===== src/rtl/imupcf_pkg.sv =====
// ----------------------------------------------------------------------------
// imupcf_pkg
// shared types, constants and the arctangent table of the pitch filter
// ----------------------------------------------------------------------------
package imupcf_pkg;

  localparam int ATAN_TABLE_LEN       = 24;
  localparam int ANGLE_ITERATIONS_DEF = 16;
  localparam int QUEUE_DEPTH_DEF      = 2;
  localparam logic [15:0] BLEND_WEIGHT_RESET = 16'd64225;
  localparam logic signed [31:0] PITCH_LIMIT = 32'sd23592960;
  localparam logic [15:0] KEEP_WEIGHT = 16'd62259;
  localparam logic [15:0] NEW_WEIGHT  = 16'd3277;
  localparam logic signed [31:0] HALF_TURN = 32'sd11796480;

  // one raw sample
  typedef struct packed {
    logic signed [15:0] accel_x_raw;
    logic signed [15:0] accel_y_raw;
    logic signed [15:0] accel_z_raw;
    logic signed [15:0] gyro_x_raw;
    logic signed [15:0] gyro_y_raw;
    logic signed [15:0] gyro_z_raw;
    logic        [15:0] time_step;
  } sample_t;

  // one result
  typedef struct packed {
    logic signed [17:0] pitch_angle_out;
    logic signed [15:0] accel_x_out;
    logic signed [15:0] accel_y_smoothed_out;
    logic signed [15:0] accel_z_out;
    logic signed [15:0] gyro_x_out;
    logic signed [15:0] gyro_y_out;
    logic signed [15:0] gyro_z_out;
  } result_t;

  // work handed from front to back
  typedef struct packed {
    sample_t            raw;
    logic signed [23:0] smoothed;
    logic signed [33:0] delta;
  } job_t;

  function automatic logic [21:0] atan_entry(input logic [4:0] i);
    logic [21:0] v;
    case (i)
      5'd0:  v = 22'd2949120;
      5'd1:  v = 22'd1740967;
      5'd2:  v = 22'd919879;
      5'd3:  v = 22'd466945;
      5'd4:  v = 22'd234379;
      5'd5:  v = 22'd117304;
      5'd6:  v = 22'd58666;
      5'd7:  v = 22'd29335;
      5'd8:  v = 22'd14668;
      5'd9:  v = 22'd7334;
      5'd10: v = 22'd3667;
      5'd11: v = 22'd1833;
      5'd12: v = 22'd917;
      5'd13: v = 22'd458;
      5'd14: v = 22'd229;
      5'd15: v = 22'd115;
      5'd16: v = 22'd57;
      5'd17: v = 22'd29;
      5'd18: v = 22'd14;
      5'd19: v = 22'd7;
      5'd20: v = 22'd4;
      5'd21: v = 22'd2;
      5'd22: v = 22'd1;
      default: v = 22'd0;
    endcase
    return v;
  endfunction

endpackage


===== src/rtl/imupcf_front.sv =====
// ----------------------------------------------------------------------------
// imupcf_front
// accepts samples, updates smoothed y and forms the gyro increment
// ----------------------------------------------------------------------------
module imupcf_front import imupcf_pkg::*; (
  input  logic    clk,
  input  logic    rst,
  input  logic    in_valid,
  output logic    in_ready,
  input  sample_t in_data,
  output logic    job_valid,
  input  logic    job_ready,
  output job_t    job_data
);
  localparam logic [1:0] F_IDLE = 2'd0;
  localparam logic [1:0] F_MUL  = 2'd1;
  localparam logic [1:0] F_DIV  = 2'd2;
  localparam logic [1:0] F_PUSH = 2'd3;
  // ceil(2^39 / 131), exact floor division for dividends below 2^31
  localparam logic [31:0] RECIP_131 = 32'd4196609267;

  logic [1:0]         state;
  sample_t            raw;
  logic signed [23:0] smoothed;
  logic signed [40:0] keep_prod;
  logic signed [40:0] new_prod;
  logic               neg;
  logic [31:0]        mag;
  logic [31:0]        quo;
  logic [63:0]        quo_prod;
  logic signed [41:0] s_sum;

  assign in_ready  = (state == F_IDLE);
  assign job_valid = (state == F_PUSH);
  assign job_data  = '{raw: raw, smoothed: smoothed,
                       delta: neg ? -$signed({2'b00, quo}) : $signed({2'b00, quo})};

  assign s_sum   = 42'(keep_prod) + 42'(new_prod) + 42'sd32768;

  // sequencer: multiply, then divide by 131 through the reciprocal
  always_ff @(posedge clk) begin
    if (rst) begin
      state    <= F_IDLE;
      smoothed <= '0;
    end else begin
      case (state)
        F_IDLE: if (in_valid) begin
          raw       <= in_data;
          keep_prod <= 41'(smoothed) * $signed({1'b0, KEEP_WEIGHT});
          new_prod  <= 41'($signed({in_data.accel_y_raw, 8'd0})) * $signed({1'b0, NEW_WEIGHT});
          begin
            logic signed [32:0] g;
            g = 33'(in_data.gyro_x_raw) * $signed({1'b0, in_data.time_step});
            neg <= g[32];
            mag <= 32'(g[32] ? -g : g) + 32'd65;
          end
          state <= F_MUL;
        end
        F_MUL: begin
          smoothed <= s_sum[39:16];
          quo_prod <= 64'(mag) * 64'(RECIP_131);
          state    <= F_DIV;
        end
        F_DIV: begin
          quo   <= {7'd0, quo_prod[63:39]};
          state <= F_PUSH;
        end
        F_PUSH: if (job_ready) state <= F_IDLE;
        default: state <= F_IDLE;
      endcase
    end
  end
endmodule


===== config.mk =====
export PLATFORM = sky130hd
export DESIGN_NAME = imupcf_front
export DESIGN_NICKNAME = d
export VERILOG_FILES = /design/src/rtl/imupcf_pkg.sv /design/src/rtl/imupcf_front.sv
export SDC_FILE = /design/constraint.sdc
export NUM_CORES = 2
export LEC_CHECK = 0
export BUFFER_PORTS_ARGS = -buffer_cell sky130_fd_sc_hd__buf_2
export CORE_ASPECT_RATIO = 0.9
export CORE_MARGIN = 2
export CORE_UTILIZATION = 60
export DETAILED_ROUTE_END_ITERATION = 8
export GPL_ROUTABILITY_DRIVEN = 1
export PLACE_DENSITY = 0.79
export SETUP_SLACK_MARGIN = 0.05
export SYNTH_ARGS = -nofsm -noshare
export SYNTH_HDL_FRONTEND = slang
export SYNTH_SLANG_ARGS = --single-unit

===== constraint.sdc =====
create_clock -name clk -period 17.2 [get_ports clk]
set_clock_uncertainty 0.2 [all_clocks]
set_input_delay 2.58 -clock clk [delete_from_list [all_inputs] [get_ports clk]]
set_output_delay 2.58 -clock clk [all_outputs]
set_load 0.005 [all_outputs]

==> qor.yml <==
synth_compound_area_share_pct: 6.24
final_antenna_net_count: 0
post_cts_resized: 0
synth_edf_count: 254
cts_tree: "done"
finalMaxSlewViolations: 0
drive_gt1_share_pct: 8.06
fin_tns_setup_ps: 0
core_region_area_mm2: 0.0823
die_width_um: 307
yosys_most_used_dff: "edfxtp_1"
grt_pass1_vias: 36000
clk_pin_slew_ps: 60
crit_family: "adder cells"
overflow: 0
fin_nets: 6863
ios: 288
start_util_pct: 60.3
clockRootBuffer: "clkbuf_16"
synthCells: 4828
syn_avg_cell_area_um2: 10.3
synth_area_mm2: 0.0497
final-hold-violation-count: 0
wl_mm: 112
holdPathStages: 0
antenna_found_initial: 4
cts_buffers: 36
h-tree-depth: 2
timing.final.crit_share_pct: 62.3
worst-slew-pin-transition_ps: 1240
cp.required_ps: 17290
r2r_cells: 25
crit_path_start_kind: "input pin"
critPathMaxFanout: 17
holdBufCountCts: 0
path_common_cell: "fa_1"
timing.hold.ws_ps: 216
io_buffers: 287
ys_warn_count: 0
die_y_um: 277
drt_iter0_drc: 1827
cts.sinks: 280
cts_setup_buffers: 0
grt_pass1_wl_mm: 185
gp_congestion: 0.937
yosys.area_share.xor_xnor_pct: 3.72
critical_path_class: "input pin to flip-flop"
ys_ff_latch: 280
rsz0062_at_grt: "no"
critPathBufInv: 5
mostFrequentLayoutCell: "inv_1"
fin_crit_ps: 10720
grtUsageTotal_pct: 27.5
drc: 0
end_kind: "flip-flop"
dieArea_mm2: 0.0851
r2r-end: "quo_prod[61]"
slew_headroom_pct: 17.0
synth-simple-area-share_pct: 7.64
min_from: "quo_prod[51]"
status: "finished clean"
ys_seq_area_share_pct: 16.4
area_growth_pct: 7.86
r2r_slack_ps: 8560
hold_class: "flip-flop to flip-flop"
cts.path.max_buffers: 3
cp.depth: 26
num_vias: 33300
synth_top_family_by_area: "adder cells"
whs_endpoint: "quo[12]"
num_rows: 100
yosysUniqueCellTypes: 90
hpwl_mm: 93.5
critPathArrivalTime_ps: 10800
cap_viol_max_count: 0
finalSetupViolCount: 0
vias_per_cell: 5.37
firstDrtPassIters: 7
synth.mux.area_fraction_pct: 0.615
grt_start_max_net_pins: 179
r2r-start: "mag[15]"
postSynth.asyncResetShare_pct: 0
max_freq_mhz: 93.3
crit_path_max_incr_delay_ps: 730
wl_per_cell_um: 18.1
insertion_delay_ps: 560
synth_adder_area_share_pct: 54.4
worst_path_max_delay_cell: "nor3_1"
synth_nets: 6592
final_cell_mix: "1372 x inv_1, 852 x fa_1, 796 x ha_1"
-- Yosys cell counts (9+ instances only) --
| cell | count | area, um^2 |
|---|---|---|
| inv_1 | 1372 | 5150 |
| fa_1 | 852 | 17100 |
| ha_1 | 796 | 9960 |
| edfxtp_1 | 254 | 7630 |
| nand2_1 | 212 | 796 |
| nor2_1 | 166 | 623 |
| xnor2_1 | 153 | 1340 |
| and2_1 | 123 | 769 |
| a21oi_1 | 111 | 556 |
| o21ai_0 | 70 | 350 |
| a21o_1 | 65 | 488 |
| clkbuf_1 | 64 | 240 |
| xor2_1 | 56 | 490 |
| nor3_1 | 52 | 260 |
| nand3_1 | 43 | 215 |
| o21a_1 | 27 | 203 |
| dfxtp_1 | 26 | 521 |
| mux2i_1 | 26 | 260 |
| nand2b_1 | 23 | 144 |
| nor2b_1 | 23 | 144 |
| and3_1 | 20 | 125 |
| a31oi_1 | 19 | 119 |
| nand4_1 | 16 | 100 |
| o31ai_1 | 15 | 113 |
| o211ai_1 | 14 | 105 |
| nor4_1 | 13 | 81.3 |
| or2_2 | 13 | 81.3 |
| or3_1 | 13 | 81.3 |
| o21bai_1 | 11 | 82.6 |
| a211oi_1 | 9 | 67.6 |
| o41ai_1 | 9 | 78.8 |
-- state kept, by name, summed over array words and instances, names as in the netlist --
register,cells
state,2
keep_prod,32
job_data,112
smoothed,24
mag,32
new_prod,27
neg,1
quo_prod,25
quo,25
-- how the worst max path moves through the flow --
stage,startpoint,to,slack (ps)
floorplan,rst,job_data[100],4750
finish,in_data[6],mag[30],6480
detailed placement,in_data[6],mag[30],5990
global placement,in_data[63],mag[26],6180
global route,in_data[63],mag[26],5880
CTS,in_data[6],mag[30],6580
-- final cells by class --
type | instances | area, um^2
Antenna cell | 3 | 7.51
Clock inverter | 23 | 303
Multi-Input combinational cell | 3097 | 36100
Clock buffer | 43 | 927
Sequential cell | 280 | 8150
Fill cell | 6591 | 28800
Inverter | 1374 | 5160
Tap cell | 1071 | 1340
Timing Repair Buffer | 310 | 1620
-- kinds of logic after synthesis --
group | after synthesis
AOI/OAI and AO/OA | 449
xor gates and xnor gates | 210
adders and majority gates | 1648
buffers and inverters | 1451
DFF | 280
muxes | 30
and+or+nand+nor | 760
-- routing by layer --
metal,global-route usage [%],routed length (um)
met1,37.9,49000
met2,46.0,54200
met3,4.22,6340
met4,6.43,2650
met5,0,0
-- per-stage QoR --
step | worst slack [ps] | instance area, um^2 | std cells | util, %
final | 6480 | 53600 | 6201 | 65.1
after global routing | 5880 | 53600 | 6199 | 65.1
after CTS | 6580 | 53600 | 6198 | 65.1
after detailed placement | 5990 | 52300 | 6132 | 63.6
after global placement | 6180 | 52300 | 6132 | 63.6
after floorplan | 4750 | 49700 | 4828 | -
Power is left out: the tool's default activity adds up to more than one toggle a clock period on the data nets, which glitch-free logic cannot reach.
