<file path="src/rtl/imupcf_pkg.sv">
// ----------------------------------------------------------------------------
// imupcf_pkg
// shared types, constants and the arctangent table of the pitch filter
// ----------------------------------------------------------------------------
package imupcf_pkg;

  localparam int ATAN_TABLE_LEN       = 24;
  localparam int ANGLE_ITERATIONS_DEF = 16;
  localparam int QUEUE_DEPTH_DEF      = 2;
  localparam logic [15:0] BLEND_WEIGHT_RESET = 16'd64225;
  localparam logic signed [31:0] PITCH_LIMIT = 32'sd23592960;
  localparam logic [15:0] KEEP_WEIGHT = 16'd62259;
  localparam logic [15:0] NEW_WEIGHT  = 16'd3277;
  localparam logic signed [31:0] HALF_TURN = 32'sd11796480;

  // one raw sample
  typedef struct packed {
    logic signed [15:0] accel_x_raw;
    logic signed [15:0] accel_y_raw;
    logic signed [15:0] accel_z_raw;
    logic signed [15:0] gyro_x_raw;
    logic signed [15:0] gyro_y_raw;
    logic signed [15:0] gyro_z_raw;
    logic        [15:0] time_step;
  } sample_t;

  // one result
  typedef struct packed {
    logic signed [17:0] pitch_angle_out;
    logic signed [15:0] accel_x_out;
    logic signed [15:0] accel_y_smoothed_out;
    logic signed [15:0] accel_z_out;
    logic signed [15:0] gyro_x_out;
    logic signed [15:0] gyro_y_out;
    logic signed [15:0] gyro_z_out;
  } result_t;

  // work handed from front to back
  typedef struct packed {
    sample_t            raw;
    logic signed [23:0] smoothed;
    logic signed [33:0] delta;
  } job_t;

  function automatic logic [21:0] atan_entry(input logic [4:0] i);
    logic [21:0] v;
    case (i)
      5'd0:  v = 22'd2949120;
      5'd1:  v = 22'd1740967;
      5'd2:  v = 22'd919879;
      5'd3:  v = 22'd466945;
      5'd4:  v = 22'd234379;
      5'd5:  v = 22'd117304;
      5'd6:  v = 22'd58666;
      5'd7:  v = 22'd29335;
      5'd8:  v = 22'd14668;
      5'd9:  v = 22'd7334;
      5'd10: v = 22'd3667;
      5'd11: v = 22'd1833;
      5'd12: v = 22'd917;
      5'd13: v = 22'd458;
      5'd14: v = 22'd229;
      5'd15: v = 22'd115;
      5'd16: v = 22'd57;
      5'd17: v = 22'd29;
      5'd18: v = 22'd14;
      5'd19: v = 22'd7;
      5'd20: v = 22'd4;
      5'd21: v = 22'd2;
      5'd22: v = 22'd1;
      default: v = 22'd0;
    endcase
    return v;
  endfunction

endpackage

</file>
<file path="src/rtl/imupcf_back.sv">
// ----------------------------------------------------------------------------
// imupcf_back
// cordic angle, blend with gyro path, saturate and hold the result
// ----------------------------------------------------------------------------
module imupcf_back import imupcf_pkg::*; #(
  parameter int ANGLE_ITERATIONS = ANGLE_ITERATIONS_DEF
) (
  input  logic        clk,
  input  logic        rst,
  input  logic [15:0] blend_weight,
  input  logic        job_valid,
  output logic        job_ready,
  input  job_t        job_data,
  output logic        out_valid,
  input  logic        out_ready,
  output result_t     out_data
);
  localparam int STEPS = (ANGLE_ITERATIONS < ATAN_TABLE_LEN) ? ANGLE_ITERATIONS
                                                             : ATAN_TABLE_LEN;
  localparam logic [2:0] B_IDLE = 3'd0;
  localparam logic [2:0] B_ROT  = 3'd1;
  localparam logic [2:0] B_MUL  = 3'd2;
  localparam logic [2:0] B_SUM  = 3'd3;
  localparam logic [2:0] B_SAT  = 3'd4;

  logic [2:0]         state;
  job_t               job;
  logic signed [31:0] pitch;
  logic signed [27:0] cx;
  logic signed [27:0] cy;
  logic signed [31:0] cz;
  logic [4:0]         it;
  logic signed [51:0] gyro_prod;
  logic signed [51:0] acc_prod;
  logic signed [52:0] blend_sum;
  logic signed [36:0] p_new;
  logic signed [27:0] xs;
  logic signed [27:0] ys;
  logic signed [31:0] tab;

  assign job_ready = (state == B_IDLE);
  assign xs  = cx >>> it;
  assign ys  = cy >>> it;
  assign tab = $signed({10'd0, atan_entry(it)});
  assign p_new = 37'(blend_sum >>> 16);

  // sequencer over rotation steps and blend
  always_ff @(posedge clk) begin
    if (rst) begin
      state     <= B_IDLE;
      pitch     <= '0;
      out_valid <= 1'b0;
    end else begin
      if (out_valid && out_ready && state != B_SAT) out_valid <= 1'b0;
      case (state)
        B_IDLE: if (job_valid && job_ready) begin
          logic signed [27:0] y0;
          logic signed [27:0] x0;
          y0 = 28'(job_data.smoothed);
          x0 = 28'($signed({job_data.raw.accel_z_raw, 8'd0}));
          job <= job_data;
          if (x0 == 0 && y0 == 0) begin
            // zero vector gives angle zero
            cx <= x0; cy <= y0; cz <= '0;
            it    <= 5'(STEPS);
            state <= B_MUL;
          end else begin
            it    <= '0;
            state <= B_ROT;
            if (x0 < 0) begin
              cx <= -x0; cy <= -y0;
              cz <= (y0 >= 0) ? HALF_TURN : -HALF_TURN;
            end else begin
              cx <= x0; cy <= y0; cz <= '0;
            end
          end
        end
        B_ROT: begin
          if (it == 5'(STEPS)) state <= B_MUL;
          else begin
            if (cy < 0) begin
              cx <= cx - ys; cy <= cy + xs; cz <= cz - tab;
            end else begin
              cx <= cx + ys; cy <= cy - xs; cz <= cz + tab;
            end
            it <= it + 5'd1;
          end
        end
        B_MUL: begin
          gyro_prod <= 52'(34'(pitch) + job.delta) * $signed({1'b0, blend_weight});
          acc_prod  <= 52'(cz) * $signed(18'(17'h10000 - {1'b0, blend_weight}));
          state     <= B_SUM;
        end
        B_SUM: begin
          blend_sum <= 53'(gyro_prod) + 53'(acc_prod) + 53'sd32768;
          state     <= B_SAT;
        end
        // finish once the output register is free
        B_SAT: if (!out_valid || out_ready) begin
          logic signed [31:0] p;
          if (p_new > 37'(PITCH_LIMIT)) p = PITCH_LIMIT;
          else if (p_new < -37'(PITCH_LIMIT)) p = -PITCH_LIMIT;
          else p = p_new[31:0];
          pitch     <= p;
          out_valid <= 1'b1;
          out_data  <= '{pitch_angle_out: 18'((p + 32'sd128) >>> 8),
                         accel_x_out: job.raw.accel_x_raw,
                         accel_y_smoothed_out: job.smoothed[23:8],
                         accel_z_out: job.raw.accel_z_raw,
                         gyro_x_out: job.raw.gyro_x_raw,
                         gyro_y_out: job.raw.gyro_y_raw,
                         gyro_z_out: job.raw.gyro_z_raw};
          state     <= B_IDLE;
        end
        default: state <= B_IDLE;
      endcase
    end
  end
endmodule

</file>
<file path="config.mk">
export PLATFORM = sky130hd
export DESIGN_NAME = imupcf_back
export DESIGN_NICKNAME = d
export VERILOG_FILES = /design/src/rtl/imupcf_pkg.sv /design/src/rtl/imupcf_back.sv
export SDC_FILE = /design/constraint.sdc
export NUM_CORES = 2
export LEC_CHECK = 0
export BUFFER_PORTS_ARGS = -buffer_cell sky130_fd_sc_hd__buf_4
export CORE_MARGIN = 2
export CORE_UTILIZATION = 40
export CTS_CLUSTER_DIAMETER = 150
export CTS_CLUSTER_SIZE = 24
export DETAILED_ROUTE_END_ITERATION = 8
export PLACE_DENSITY = 0.65
export SLEW_MARGIN = 10
export SYNTH_ARGS = -nofsm -noshare
export SYNTH_HDL_FRONTEND = slang
export SYNTH_SLANG_ARGS = --single-unit
</file>
<file path="constraint.sdc">
create_clock -name clk -period 16.4 [get_ports clk]
set_input_delay 1.64 -clock clk [delete_from_list [all_inputs] [get_ports clk]]
set_output_delay 1.64 -clock clk [all_outputs]
set_load 0.01 [all_outputs]
</file>
==> metrics.txt <==
Mean Syn Cell Area 9.752 µm²; max-slew violations 0; GRT overflow 0; Tot GR Track Use 0.1984; post-synth net total 8919; Seq. cell area 15450 µm²; Core Area 174200 µm²; Initial Utilization 0.4032; Crit Path Class flop to flop; cell row count 153; io pins 306; post-detail-place hpwl 134800 µm; setup TNS 0 ns; cells on worst reg2reg path 29; min-delay worst type flop to flop; crit path capture type flop; max cap viols 0; nets 8983; fin util 0.4349; Via Count 51080; IO buf count 273; GP Congestion 0.9049; Die H 423.1 µm; Worst-path clk slew 0.11 ns; CP startpoint job[1]; Setup crit start kind flop; Max clock buf depth 3; Cell variety after synth 94; Num CTS Buffers 28; clock sink count 534; Post-synth EDFFs 476; Reg-to-Reg End gyro_prod[49]; pin count of the biggest net entering global routing 73; crit path max fanout 16; Syn. warnings 0; initial antenna violation count 3; vias in the first global route 53550; post-synthesis cell count 7203; drt drc 0; Die Area 179000 µm²; critical path's slowest cell a31oi_2; Routed Antenna Nets 0; global-route wire length before repair 287200 µm; Final Hold Viols 0; post-CTS sizing 0; post-synthesis sequential area ratio 0.2200; Mapped Area 70240 µm²; vias per std cell 5.313; status completed; Critical Path AT 11.13 ns; worst clock skew 0.02405 ns; Worst-Margin Slew 1.307 ns; First DRT Iteration DRCs 3923; # fillers 16760; hold buffer count at CTS 0; Area Overhead vs Synth 7.854%; final wirelength 176000 µm; TritonRoute pass-1 iters 6; post-synthesis register bit count 534; reg2reg setup slack 5.68 ns; H-tree Lvls 1; Slew HR 0.1256; Setup crit end gyro_prod[49]; commonest non-fill, non-tap cell in the layout inv_1; Root Driver clkbuf_16; Peak Freq 93.29 MHz; Tcrit/Tclk final 0.6536; final setup violation count 0; most used cell, CP fa_1; Synth Flop Type edfxtp_1; Worst-Skew Late Latency 0.67 ns; most frequent cells in the layout inv_1 (1271), fa_1 (1050), nand2_1 (950); share of cells above drive strength 1 0.07655; async set-reset flop share out of synthesis 0; number of post-CTS setup repair buffers 0; routed length per instance 18.31 µm; CP peak stage delay 0.85 ns; worst r2r src job[1]; CTS tree built; die width 423.1 µm; RSZ-0062 raised after global routing no; WP data required 16.81 ns; min Tclk post-route 10.72 ns; multi-input logic area 49130 µm²
[state kept, by name, summed over array words and instances, names as in the netlist]
name       cells
state          3
tab           22
out_valid      1
job          130
it             5
cz            32
out_data     114
gyro_prod     52
cy            28
acc_prod      50
blend_sum     37
cx            28
pitch         32
[cells in the mapped netlist (all sizes together) (28+ instances only)]
cell type,instances,area share
inv,1271,0.068
fa,1050,0.30
nand2,951,0.051
edfxtp,476,0.20
ha,476,0.085
and2,434,0.039
a21oi,330,0.024
clkbuf,275,0.015
nor2,254,0.014
xnor2,241,0.030
o21ai,186,0.013
a21o,137,0.015
xor2,128,0.016
nand3,80,0.0059
mux4,74,0.024
nor3,68,0.0050
dfxtp,58,0.017
nand2b,47,0.0042
and3,43,0.0039
nor2b,43,0.0038
a211oi,41,0.0044
a31oi,37,0.0033
mux2i,35,0.0050
o21bai,34,0.0036
o31ai,34,0.0036
buf,33,0.0029
mux2,33,0.0053
o21a,31,0.0033
or3,29,0.0026
nand4,28,0.0025
[per-stage QoR]
stage	instance area (µm²)	cells	setup WS [ns]	hold slack, ns
after floorplan	70240	7203	3.129	0.4003
after global placement	74850	9562	5.538	0.4001
after detailed placement	74850	9562	5.527	0.4045
after CTS	75760	9614	5.849	0.4189
after global routing	75760	9615	5.298	0.4256
final	75760	9615	5.681	0.4188
[metal layers]
layer  vias up  GRT usage  share of wire  wire, µm
met4         0    0.06269          0.032      5720
li1      23300          -              -         -
met2      1523     0.3436           0.50     87590
met3       267    0.02033          0.057     10050
met5         -          0              0         0
met1     26000     0.2607           0.41     72690
[logic make-up after synthesis]
| kind of cell | share of synthesized area |
|---|---|
| mux | 0.03438 |
| xor+xnor | 0.04601 |
| compound gates | 0.08883 |
| buf+inv | 0.08566 |
| simple gates | 0.1402 |
| fa+ha+maj | 0.3849 |
| flops | 0.2200 |
[worst min path at each step]
stage                  from           end  slack, ns  depth (start not counted)
floorplan           job[74]   out_data[0]       0.40                          0
global placement    job[89]  out_data[15]       0.40                          0
detailed placement  job[94]  out_data[20]       0.40                          0
CTS                 job[51]  out_data[73]       0.42                          0
global route        job[77]   out_data[3]       0.43                          0
finish              job[51]  out_data[73]       0.42                          0
[worst max-delay path: cells and delay by family, from the launching register on]
kind	cells	cell delay, ns
compound gates	9	3.66
xor+xnor	1	0.09
fa+ha+maj	8	3.82
buf+inv	3	0.15
flops	1	0.47
simple gates	8	2.27
[layout make-up]
type                    count  share of cell area
multi-input cells        5087              0.6485
flip-flops and latches    534              0.2040
inverters                1274             0.06312
well taps                2325             0.03840
repair buffers            342             0.03389
clock buffers              46             0.01098
clock inverters             6            0.001040
diodes                      1          0.00003303
Power is left out: the tool's default activity adds up to more than one toggle a clock period on the data nets, which glitch-free logic cannot reach.
