==> src/rtl/imupcf_pkg.sv <==
// ----------------------------------------------------------------------------
// imupcf_pkg
// shared types, constants and the arctangent table of the pitch filter
// ----------------------------------------------------------------------------
package imupcf_pkg;

  localparam int ATAN_TABLE_LEN       = 24;
  localparam int ANGLE_ITERATIONS_DEF = 16;
  localparam int QUEUE_DEPTH_DEF      = 2;
  localparam logic [15:0] BLEND_WEIGHT_RESET = 16'd64225;
  localparam logic signed [31:0] PITCH_LIMIT = 32'sd23592960;
  localparam logic [15:0] KEEP_WEIGHT = 16'd62259;
  localparam logic [15:0] NEW_WEIGHT  = 16'd3277;
  localparam logic signed [31:0] HALF_TURN = 32'sd11796480;

  // one raw sample
  typedef struct packed {
    logic signed [15:0] accel_x_raw;
    logic signed [15:0] accel_y_raw;
    logic signed [15:0] accel_z_raw;
    logic signed [15:0] gyro_x_raw;
    logic signed [15:0] gyro_y_raw;
    logic signed [15:0] gyro_z_raw;
    logic        [15:0] time_step;
  } sample_t;

  // one result
  typedef struct packed {
    logic signed [17:0] pitch_angle_out;
    logic signed [15:0] accel_x_out;
    logic signed [15:0] accel_y_smoothed_out;
    logic signed [15:0] accel_z_out;
    logic signed [15:0] gyro_x_out;
    logic signed [15:0] gyro_y_out;
    logic signed [15:0] gyro_z_out;
  } result_t;

  // work handed from front to back
  typedef struct packed {
    sample_t            raw;
    logic signed [23:0] smoothed;
    logic signed [33:0] delta;
  } job_t;

  function automatic logic [21:0] atan_entry(input logic [4:0] i);
    logic [21:0] v;
    case (i)
      5'd0:  v = 22'd2949120;
      5'd1:  v = 22'd1740967;
      5'd2:  v = 22'd919879;
      5'd3:  v = 22'd466945;
      5'd4:  v = 22'd234379;
      5'd5:  v = 22'd117304;
      5'd6:  v = 22'd58666;
      5'd7:  v = 22'd29335;
      5'd8:  v = 22'd14668;
      5'd9:  v = 22'd7334;
      5'd10: v = 22'd3667;
      5'd11: v = 22'd1833;
      5'd12: v = 22'd917;
      5'd13: v = 22'd458;
      5'd14: v = 22'd229;
      5'd15: v = 22'd115;
      5'd16: v = 22'd57;
      5'd17: v = 22'd29;
      5'd18: v = 22'd14;
      5'd19: v = 22'd7;
      5'd20: v = 22'd4;
      5'd21: v = 22'd2;
      5'd22: v = 22'd1;
      default: v = 22'd0;
    endcase
    return v;
  endfunction

endpackage

==> src/rtl/imupcf_ram.sv <==
// ----------------------------------------------------------------------------
// imupcf_ram
// generic single write, single read ram with registered read
// ----------------------------------------------------------------------------
module imupcf_ram #(
  parameter int WIDTH = 8,
  parameter int DEPTH = 2
) (
  input  logic                     clk,
  input  logic                     wr_en,
  input  logic [$clog2(DEPTH)-1:0] wr_addr,
  input  logic [WIDTH-1:0]         wr_data,
  input  logic [$clog2(DEPTH)-1:0] rd_addr,
  output logic [WIDTH-1:0]         rd_data
);
  logic [WIDTH-1:0] mem [DEPTH];

  // write port and registered read
  always_ff @(posedge clk) begin
    if (wr_en) mem[wr_addr] <= wr_data;
    rd_data <= mem[rd_addr];
  end
endmodule

==> src/rtl/imupcf_queue.sv <==
// ----------------------------------------------------------------------------
// imupcf_queue
// short fifo between front and back, storage in a ram
// ----------------------------------------------------------------------------
module imupcf_queue import imupcf_pkg::*; #(
  parameter int DEPTH = QUEUE_DEPTH_DEF
) (
  input  logic clk,
  input  logic rst,
  input  logic push_valid,
  output logic push_ready,
  input  job_t push_data,
  output logic pop_valid,
  input  logic pop_ready,
  output job_t pop_data
);
  localparam int AW = (DEPTH > 1) ? $clog2(DEPTH) : 1;

  logic [AW-1:0] wr_ptr;
  logic [AW-1:0] rd_ptr;
  logic [AW:0]   count;
  logic          out_valid;
  logic          loading;
  logic          loading_q;
  logic          push;
  logic          pop;
  job_t          ram_rd_data;
  job_t          out_data_q;

  assign push       = push_valid && push_ready;
  assign push_ready = (count < (AW+1)'(DEPTH));
  assign pop        = pop_valid && pop_ready;
  assign pop_valid  = out_valid;
  assign pop_data   = out_data_q;
  // fetch a stored entry into the output register when it is free
  assign loading    = (count != '0) && !loading_q && (!out_valid || pop);

  imupcf_ram #(.WIDTH($bits(job_t)), .DEPTH(1 << AW)) u_ram (
    .clk(clk), .wr_en(push), .wr_addr(wr_ptr), .wr_data(push_data),
    .rd_addr(rd_ptr), .rd_data(ram_rd_data)
  );

  // pointers, count and output state
  always_ff @(posedge clk) begin
    if (rst) begin
      wr_ptr <= '0; rd_ptr <= '0; count <= '0; out_valid <= 1'b0; loading_q <= 1'b0;
    end else begin
      if (push) wr_ptr <= (wr_ptr == AW'(DEPTH - 1)) ? '0 : wr_ptr + 1'b1;
      loading_q <= loading;
      if (loading) rd_ptr <= (rd_ptr == AW'(DEPTH - 1)) ? '0 : rd_ptr + 1'b1;
      count <= count + (AW+1)'(push) - (AW+1)'(loading);
      if (loading_q) out_valid <= 1'b1;
      else if (pop) out_valid <= 1'b0;
    end
  end

  // output register, captures the ram word in the cycle after the read
  always_ff @(posedge clk) begin
    if (loading_q) out_data_q <= ram_rd_data;
  end
endmodule

==> config.mk <==
export PLATFORM = sky130hd
export DESIGN_NAME = imupcf_queue
export DESIGN_NICKNAME = d
export VERILOG_FILES = /design/src/rtl/imupcf_pkg.sv /design/src/rtl/imupcf_ram.sv /design/src/rtl/imupcf_queue.sv
export SDC_FILE = /design/constraint.sdc
export NUM_CORES = 1
export LEC_CHECK = 0
export ABC_AREA = 1
export BUFFER_PORTS_ARGS = -buffer_cell sky130_fd_sc_hd__buf_2
export CAP_MARGIN = 10
export CORE_ASPECT_RATIO = 0.5
export CORE_MARGIN = 1
export CORE_UTILIZATION = 55
export DETAILED_ROUTE_END_ITERATION = 16
export PLACE_DENSITY = 0.78
export SLEW_MARGIN = 40
export SYNTH_ARGS = -nofsm -noshare
export SYNTH_HDL_FRONTEND = slang
export SYNTH_SLANG_ARGS = --single-unit
==> constraint.sdc <==
create_clock -name clk -period 9.5 [get_ports clk]
set_clock_uncertainty 0.2 [all_clocks]
set_input_delay 0 -clock clk [delete_from_list [all_inputs] [get_ports clk]]
set_output_delay 0 -clock clk [all_outputs]
set_load 0.1 [all_outputs]
==> flow_summary.yaml, run 1 <==
routing:
  drt_iter0_drc: 1201
  routed_wl_um: 53100
  drc: 0
  drt.antenna.violating_nets: 0
  viasPerCell: 5.07
  num_vias: 13000
  dr.pass1.iters: 7
  wl_per_cell_um: 20.8
placement:
  dp_cells: 2108
  portBuffers: 345
  dp_hpwl_um: 23800
  gp_congestion: 0.807
setup_path:
  crit_path_max_incr_delay_ns: 0.65
  worstPathCellList: "inv_1, nand2_1, nor2_4, buf_4, buf_4"
  crit_fanout: 46
  cp-end-kind: "register"
  critPathBufInv: 3
  required_ns: 9.51
  worstSetupStartpointType: "register"
  crit_path_start: "count[1]$_SDFF_PP0_"
  cp_common_cell: "buf_4"
  critical-path-slowest-cell: "buf_4"
  timing.rr.start: "count[1]$_SDFF_PP0_"
  cp.arrival_ns: 3.23
  path_class: "reg2reg"
  cp_top_family: "buffers and inverters"
floorplanning:
  ios: 346
  die_area_um2: 39300
  core-area_um2: 37600
  num_rows: 50
  fp.dieW_um: 279
  start_util_pct: 56.2
  die_h_um: 141
flow_run:
  cap_violations: 0
grt:
  grt_max_degree: 91
  grt_first_pass_wirelength_um: 74200
  antenna_found_initial: 4
  grt_pass1_vias: 13200
  grt_remaining_overflow: 0
  grt_usage_pct: 25.3
clock_tree:
  cts.sink_count: 686
  ctsHtreeMaxLevel: 2
  cts-root-buf: "clkbuf_16"
  clk-insertion-delay-late_ns: 0.59
  clockBufferDepth: 3
  post_cts_resized: 0
  clkTransAtPathRegs_ns: 0.08
  numCtsBuffers: 54
  cts_tree: "built"
yosys:
  synth_warnings: 0
  synthesis.nets: 1444
  ys_seq_area_share_pct: 89.1
  synth_cell_types: 15
  netlist_area_um2: 21100
  ys_ff_latch: 686
  synthCells: 1268
  synth.avg_cell_area_um2: 16.7
outcome:
  status: "completed"
sta:
  relSlewSlack_pct: 43.6
  clock.fmax_mhz: 311
  rsz0062_at_grt: "false"
  hold_viol_final: 0
  worst_pin_slew_ns: 0.846
  slew_viol_final: 0
  fin_setup_tns_ns: 0
  setup_viol: 0
  min_period_ns: 3.22
  fin_crit_sh_pct: 33.9
  timing.hold.ws_ns: 0.0433
cells_and_area:
  final_cell_mix: "nand2_1 (517), edfxtp_1 (510), buf_2 (345), dlygate4sd3_1 (344), dfxtp_1 (174)"
  nets: 2166
  drive_gt1_share_pct: 21.6
  syn_to_final_growth_pct: 35.5
  final_common_cell: "nand2_1"
  layout.cells.non_filler: 2561
power_and_ir_drop:
  powerDensity_nw_per_um2: 329
  cellLeakagePower_nw: 11.5
  intPower_mw: 5.77
  p_seq_share_pct: 47.4
  swShare_pct: 38.7
  power_frac_comb_pct: 29.0
  ir_drop_uv: 221
  clkPwrFrac_pct: 23.6
  p_switching_mw: 3.64
hold_path:
  hold_class: "in2reg"
  hp-start: "rst"
-- tightest hold or removal path: stages --
cell and delay (ns):
dlygate4sd3_1 0.53, buf_2 0.18, nor2_1 0.08
-- what timing repair did --
| action | CTS | global route |
|---|---|---|
| hold buffers | 344 | 0 |
| setup buffers | 0 | 0 |
| endpoints found under the hold margin | 384 | 0 |
-- cells in the mapped netlist --
cell type | n | area share, %
nand2_1 | 517 | 9.2
edfxtp_1 | 510 | 72
dfxtp_1 | 176 | 17
buf_2 | 24 | 0.57
buf_4 | 11 | 0.39
inv_1 | 10 | 0.18
nor2_1 | 9 | 0.16
a21oi_1 | 2 | 0.047
ha_1 | 2 | 0.12
nand3_1 | 2 | 0.047
buf_6 | 1 | 0.053
clkbuf_1 | 1 | 0.018
inv_4 | 1 | 0.030
nor3_1 | 1 | 0.024
xnor2_1 | 1 | 0.041
-- through the flow --
step           worst slack [ns]  util [%]  power, mW  cell area [um2]
2_1_floorplan             0.298         -       6.54            21100
3_3_place_gp               6.15      62.2       6.89            23400
3_5_place_dp               6.25      62.3       6.99            23400
4_1_cts                    6.24      76.0       9.24            28600
5_1_grt                    6.16      76.2       9.72            28600
6_report                   6.28      76.2       9.42            28600
-- cells by family after synthesis --
| logic type | after synthesis | synth area share (%) |
|---|---|---|
| flip-flops | 686 | 89.1 |
| AND/OR/NAND/NOR | 529 | 9.41 |
| buffers and inverters | 48 | 1.24 |
| AO/OA/AOI/OAI | 2 | 0.0474 |
| adder cells (fa/ha/maj) | 2 | 0.118 |
| XOR/XNOR | 1 | 0.0415 |
-- worst paths after layout --
check	endpoint	slack, ns	cells after the start
max	u_ram.mem[0][85]$_DFFE_PP_	6.28	5
min	count[0]$_SDFF_PP0_	0.04	3
max reg2reg	u_ram.mem[0][85]$_DFFE_PP_	6.28	5
min reg2reg	pop_data[141]$_DFFE_PP_	0.19	0
-- area by class of cell --
type / instances / area (um2)
Tap cell: 520 / 651
Fill cell: 1959 / 8960
Sequential cell: 686 / 18800
Antenna cell: 6 / 15.0
Inverter: 11 / 46.3
Clock inverter: 16 / 114
Timing Repair Buffer: 703 / 5340
Multi-Input combinational cell: 534 / 2050
Clock buffer: 85 / 1580
-- power groups by stage --
| stage | clock network, mW | logic, mW | registers [mW] |
|---|---|---|---|
| 2_1_floorplan | 0 | 0.597 | 5.94 |
| 3_3_place_gp | 0 | 2.48 | 4.41 |
| 3_5_place_dp | 0 | 2.53 | 4.46 |
| 4_1_cts | 2.18 | 2.65 | 4.40 |
| 5_1_grt | 2.36 | 2.84 | 4.51 |
| 6_report | 2.22 | 2.73 | 4.46 |
-- sequential cells by signal, summed over array words and instances (netlist names) --
name           count
u_ram.mem        340
loading_q          1
u_ram.rd_data    170
count              2
pop_valid          1
rd_ptr             1
pop_data         170
wr_ptr             1
-- layer usage --
layer	share of wire [%]	vias to the layer above	routed length [um]	GRT usage, %
met1	35	6359	18400	27.5
met5	0	-	0	0
li1	-	5806	-	-
met3	5.3	206	2820	4.41
met4	6.6	0	3530	14.5
met2	53	604	28400	47.1
No activity file was read; power rests on OpenSTA's default activity.
==> inputs of run 2 (changes only) <==
--- a/config.mk
+++ b/config.mk
@@ -5,7 +5,7 @@
 export SDC_FILE = /design/constraint.sdc
 export NUM_CORES = 1
 export LEC_CHECK = 0
-export ABC_AREA = 1
+export ABC_AREA = 0
 export BUFFER_PORTS_ARGS = -buffer_cell sky130_fd_sc_hd__buf_2
 export CAP_MARGIN = 10
 export CORE_ASPECT_RATIO = 0.5
==> constraint.sdc (replaced) <==
create_clock -name clk -period 3.3 [get_ports clk]
set_clock_uncertainty 0.2 [all_clocks]
set_input_delay 0 -clock clk [delete_from_list [all_inputs] [get_ports clk]]
set_output_delay 0 -clock clk [all_outputs]
set_load 0.1 [all_outputs]
==> run 2 against run 1 <==
  * Worst hold slack worse by 0.015 ns
  * Routed wire length fell by 9.4%
  * Critical path depth increased by 1
  * Final area barely moved
  * Clock power rose to 2.9 times the previous value
  * First-iteration DRC count shrank 38%
  * Register-to-register slack lost 5.4 ns
  * Core utilization up 0.074 points
  * Synthesized cell count down 29%
  * Synthesized area decreased by 0.38%
  * Highest routed layer unchanged
==> flow_summary.yaml, run 2 <==
sta:
  timing.hold.ws_ns: 0.0284
  fin_crit_sh_pct: 72.4
  slew_viol_final: 0
  relSlewSlack_pct: 43.8
  setup_viol: 0
  setup_slack_ns: 0.911
  worst_pin_slew_ns: 0.844
  clock.fmax_mhz: 419
  hold_viol_final: 0
  rsz0062_at_grt: "false"
  min_period_ns: 2.39
setup_path:
  critical-path-slowest-cell: "dlygate4sd3_1"
  timing.rr.start: "loading_q$_SDFF_PP0_"
  r2r-end: "count[0]$_SDFF_PP0_"
  crit_path_max_incr_delay_ns: 0.57
  endpoint: "count[0]$_SDFF_PP0_"
  reg2reg_setup_slack_ns: 0.91
  cp-end-kind: "register"
  required_ns: 3.55
  reg2reg_depth: 6
  worstPathCellList: "nor3_2, ha_1, inv_1, ha_1, nor2b_1, dlygate4sd3_1"
  crit_fanout: 30
  path_class: "reg2reg"
  cp_top_family: "buffers and inverters"
  cp_common_cell: "ha_1"
  critPathBufInv: 2
  crit_path_start: "loading_q$_SDFF_PP0_"
  cp_num_cells: 6
  worstSetupStartpointType: "register"
  cp.arrival_ns: 2.64
power_and_ir_drop:
  p_switching_mw: 8.43
  powerDensity_nw_per_um2: 869
  totalPowerFinal_mw: 24.9
  p_seq_share_pct: 48.2
  swShare_pct: 33.9
  cellLeakagePower_nw: 10.7
  ir_drop_uv: 541
  intPower_mw: 16.4
  clkPwrFrac_pct: 26.3
  power_frac_comb_pct: 25.5
placement:
  portBuffers: 345
  dp_hpwl_um: 23100
  dp_cells: 1724
  dpl-instance-area_um2: 23400
  gp_congestion: 0.784
  preCtsSetupSlack_ns: 1.12
yosys:
  ys.flop_type: "edfxtp_1"
  yosys-top-cells-area: "edfxtp_1 (73%), dfxtp_1 (17%), mux2_2 (9.1%), buf_6 (0.48%), buf_2 (0.21%)"
  synth_edf_count: 510
  yosysTopAreaCell: "edfxtp_1"
  netlist_area_um2: 21100
  synth-async-reset-ratio_pct: 0
  synth.avg_cell_area_um2: 23.5
  synth_common_cells: "edfxtp_1 (510), dfxtp_1 (176), mux2_2 (171)"
  synthCells: 896
  synthesis.nets: 1072
  yosysTopAreaCellShare_pct: 72.7
  ys_seq_area_share_pct: 89.5
  synth_cell_types: 17
  synth_warnings: 0
  ys_ff_latch: 686
  synth_most_common_cell: "edfxtp_1"
cells_and_area:
  final_common_cell: "edfxtp_1"
  top_register: "u_ram.mem"
  layout.cells.non_filler: 2171
  nets: 1807
  final_cell_mix: "edfxtp_1 (510), buf_2 (345), dlygate4sd3_1 (344), dfxtp_1 (174), mux2_2 (171)"
  syn_to_final_growth_pct: 36.0
  largest_reg_flops: 340
  drive_gt1_share_pct: 36.5
  fin_area_um2: 28600
floorplanning:
  die_area_um2: 39100
  num_rows: 50
  start_util_pct: 56.1
  core-area_um2: 37500
  ios: 346
  fp.dieW_um: 279
  die_h_um: 140
routing:
  num_vias: 11000
  drt.antenna.violating_nets: 0
  drc: 0
  viasPerCell: 5.06
  dr.pass1.iters: 8
  routed_wl_um: 48100
  drt_iter0_drc: 743
  wl_per_cell_um: 22.2
grt:
  antenna_found_initial: 2
  grt_first_pass_wirelength_um: 70300
  grt_remaining_overflow: 0
  grt_pass1_vias: 12000
  grt_max_degree: 145
  grt_usage_pct: 24.2
clock_tree:
  cts.sink_count: 686
  clkTransAtPathRegs_ns: 0.07
  cts-root-buf: "clkbuf_16"
  clockBufferDepth: 3
  clk-insertion-delay-late_ns: 0.58
  post_cts_buffers: 0
  ctsHtreeMaxLevel: 2
  numCtsBuffers: 54
  cts_tree: "built"
outcome:
  status: "completed"
hold_path:
  hold_class: "in2reg"
flow_run:
  cap_violations: 0
-- run 2: area by class of cell --
type	instances	area [um2]
Antenna cell	2	5.00
Clock buffer	71	1480
Clock inverter	29	263
Fill cell	1875	8910
Inverter	2	7.51
Multi-Input combinational cell	189	2070
Sequential cell	686	18800
Tap cell	494	618
Timing Repair Buffer	698	5330
-- run 2: power groups by stage --
stage	Sequential, mW	Combinational (mW)	Clock, mW
2_1_floorplan	15.3	1.54	0
3_3_place_gp	12.0	5.79	0
3_5_place_dp	12.0	5.91	0
4_1_cts	11.9	6.27	6.43
5_1_grt	12.1	6.52	6.94
6_report	12.0	6.35	6.54
-- run 2: repair_timing --
action	4_1_cts	5_1_grt
setup endpoints to repair	0	0
hold buffers	343	1
endpoints found under the hold margin	418	2
gates resized for setup	0	0
-- run 2: how the worst min path moves through the flow --
stage,start,end,slack (ns),depth (start not counted)
floorplan,rst,loading_q$_SDFF_PP0_,-0.13,1
global placement,push_data[46],u_ram.mem[0][46]$_DFFE_PP_,-0.01,1
detailed placement,push_data[44],u_ram.mem[0][44]$_DFFE_PP_,-0.008,1
CTS,push_data[27],u_ram.mem[1][27]$_DFFE_PP_,0.0006,2
global route,push_data[24],u_ram.mem[1][24]$_DFFE_PP_,0.03,2
finish,push_data[24],u_ram.mem[1][24]$_DFFE_PP_,0.03,2
-- run 2: worst reg2reg max path, delay by kind of cell (launching register included) --
kind | cells | cell delay [ns]
buffers and inverters | 2 | 0.63
AND/OR/NAND/NOR | 2 | 0.46
adder cells (fa/ha/maj) | 2 | 0.50
flip-flops | 1 | 0.48
-- run 2: stage by stage --
step | setup TNS, ns | util, %
after floorplan | -50.25 | -
after global placement | 0 | 62.4
after detailed placement | 0 | 62.4
after CTS | 0 | 76.1
after global routing | 0 | 76.3
final | 0 | 76.3
-- run 2: layer usage --
| layer | routed length (um) | track usage [%] |
|---|---|---|
| met4 | 2440 | 11.7 |
| met2 | 26900 | 46.8 |
| met3 | 1720 | 3.60 |
| met5 | 0 | 0 |
| met1 | 17100 | 25.9 |
-- run 2: cell families (layout without fill, tap and decap cells) --
group / Yosys count / after routing / share of synthesized area (%)
other cells: 0 / 2 / 0
mux: 171 / 171 / 9.15
compound gates: 1 / 1 / 0.0475
xor+xnor: 3 / 3 / 0.125
buf+inv: 21 / 800 / 0.767
fa+ha+maj: 2 / 2 / 0.119
flops: 686 / 686 / 89.5
simple gates: 12 / 12 / 0.315
==> inputs of run 3 (changes only) <==
--- a/config.mk
+++ b/config.mk
@@ -10,9 +10,9 @@
 export CAP_MARGIN = 10
 export CORE_ASPECT_RATIO = 0.5
 export CORE_MARGIN = 1
-export CORE_UTILIZATION = 55
+export CORE_UTILIZATION = 50
 export DETAILED_ROUTE_END_ITERATION = 16
-export PLACE_DENSITY = 0.78
+export PLACE_DENSITY = 0.75
 export SLEW_MARGIN = 40
 export SYNTH_ARGS = -nofsm -noshare
 export SYNTH_HDL_FRONTEND = slang
==> constraint.sdc (replaced) <==
create_clock -name clk -period 2 [get_ports clk]
set_clock_uncertainty 0.2 [all_clocks]
set_input_delay 0 -clock clk [delete_from_list [all_inputs] [get_ports clk]]
set_output_delay 0 -clock clk [all_outputs]
set_load 0.1 [all_outputs]
==> run 3 against run 2 <==
  * First-iteration DRC count is 1.9% lower
  * Highest routed layer unchanged
  * Critical endpoint is now count[1]$_SDFF_PP0_
  * Flip-flop and latch count stayed put
  * Critical path type unchanged
  * Power is 72% higher
  * Worst setup slack worse by 0.89 ns
  * Non-clock buffer count is 14 higher
==> flow_summary.yaml, run 3 (synthesis results as in run 2) <==
outcome:
  status: "completed"
floorplanning:
  die_h_um: 147
  num_rows: 52
  start_util_pct: 51.4
  die_area_um2: 43000
  ios: 346
  fp.dieW_um: 292
  core-area_um2: 41000
power_and_ir_drop:
  swShare_pct: 33.4
  power_frac_comb_pct: 25.5
  cellLeakagePower_nw: 10.9
  clkPwrFrac_pct: 28.5
  p_switching_mw: 14.2
  ir_drop_uv: 881
  p_seq_share_pct: 46.0
  powerDensity_nw_per_um2: 1460
  intPower_mw: 28.4
routing:
  drc: 0
  drt_iter0_drc: 729
  routed_wl_um: 50500
  viasPerCell: 4.97
  drt.antenna.violating_nets: 0
  dr.pass1.iters: 4
  num_vias: 11100
  wl_per_cell_um: 22.6
sta:
  relSlewSlack_pct: 63.1
  fin_crit_sh_pct: 99.1
  worst_pin_slew_ns: 0.557
  clock.fmax_mhz: 505
  timing.hold.ws_ns: 0.0847
  slew_viol_final: 0
  min_period_ns: 1.98
  setup_viol: 0
  rsz0062_at_grt: "true"
  hold_viol_final: 0
cells_and_area:
  top_register: "u_ram.mem"
  layout.cells.non_filler: 2240
  nFillCells: 2298
  syn_to_final_growth_pct: 38.5
  final_cell_mix: "edfxtp_1 (510), buf_2 (345), dlygate4sd3_1 (344), dfxtp_1 (174), mux2_2 (171)"
  nets: 1823
  drive_gt1_share_pct: 37.3
  largest_reg_flops: 340
  final_util_pct: 71.1
  fin_area_um2: 29200
  final_common_cell: "edfxtp_1"
grt:
  grt_remaining_overflow: 0
  grt_usage_pct: 22.5
  antenna_found_initial: 5
  grt_max_degree: 85
  grt_pass1_vias: 12300
  grt_first_pass_wirelength_um: 71700
placement:
  dp_cells: 1784
  dp_hpwl_um: 24700
  portBuffers: 345
  gp_congestion: 0.798
  dpl-instance-area_um2: 23700
clock_tree:
  cts.sink_count: 686
  clockBufferDepth: 3
  cts_tree: "built"
  ctsHtreeMaxLevel: 2
  post_cts_buffers: 0
  clk-insertion-delay-late_ns: 0.59
  cts-root-buf: "clkbuf_16"
  numCtsBuffers: 56
  clkTransAtPathRegs_ns: 0.07
setup_path:
  crit_path_max_incr_delay_ns: 0.31
  required_ns: 2.27
  cp.arrival_ns: 2.25
  path_class: "reg2reg"
  worstPathCellList: "nor2b_2, nor3_2, ha_1, inv_1, ha_1, xnor2_1, xnor2_1, nor2_1"
  crit_fanout: 2
  cp-end-kind: "register"
  worstSetupStartpointType: "register"
  critical-path-slowest-cell: "dfxtp_1"
flow_run:
  cap_violations: 0
hold_path:
  hold_class: "in2reg"
run 3: changes by cell type in the layout (fill, tap and decap cells not counted), sizes merged:
cell / previous run / this run
bufinv: 5 / 10
clkinv: 23 / 11
buf: 354 / 367
diode: 2 / 5
clkbuf: 71 / 85
run 3: layout make-up:
type                            count  area (um2)  area share [%]
Clock buffer                       84        1650            5.66
Inverter                            2        7.51          0.0257
Multi-Input combinational cell    189        2080            7.12
Tap cell                          540         676            2.32
Clock inverter                     22         369            1.27
Sequential cell                   686       18800            64.6
Timing Repair Buffer              712        5530            18.9
Antenna cell                        5        12.5          0.0429
run 3: critical path, delay by kind of cell (launching register included):
kind | cells | cell delay [ns]
adders and majority gates | 2 | 0.48
buffers and inverters | 1 | 0.08
and+or+nand+nor | 3 | 0.51
xor gates and xnor gates | 2 | 0.30
DFF | 1 | 0.31
run 3: power by group through the flow:
stage                     logic (mW)  registers (mW)  clock network (mW)
after floorplan                 2.55            25.3                   0
after global placement          9.90            19.6                   0
after detailed placement        10.1            19.7                   0
after CTS                       10.7            19.4                11.9
after global routing            11.2            19.8                12.8
final                           10.9            19.6                12.1
run 3: path summary, 6_finish.rpt:
kind / slack (ns) / from / cells past startpoint / to
setup reg to reg: 0.02 / pop_valid$_SDFFE_PP0P_ / 8 / count[1]$_SDFF_PP0_
hold / removal: 0.08 / rst / 3 / count[1]$_SDFF_PP0_
setup / recovery: 0.02 / pop_valid$_SDFFE_PP0P_ / 8 / count[1]$_SDFF_PP0_
hold reg to reg: 0.20 / u_ram.rd_data[106]$_DFF_P_ / 0 / pop_data[106]$_DFFE_PP_
run 3: repair_timing:
action,4_1_cts,5_1_grt
setup endpoints to repair,0,59
endpoints found under the hold margin,558,0
resized for setup,0,1
hold buffers,344,0
run 3: through the flow:
| stage | setup TNS [ns] | setup slack [ns] | total power, mW |
|---|---|---|---|
| finish | 0 | 0.0187 | 42.7 |
| global route | -0.0543 | -0.0543 | 43.8 |
| CTS | 0 | 0.0215 | 42.1 |
| detailed placement | 0 | 0.0410 | 29.9 |
| global placement | 0 | 0.227 | 29.5 |
| floorplan | -450.14 | -1.60 | 27.8 |
run 3: per-layer routing:
layer	vias up	wire length [um]	track usage [%]
li1	4959	-	-
met3	145	1830	3.83
met2	343	28000	42.3
met4	0	2570	12.5
met5	-	0	0
met1	5696	18200	24.0
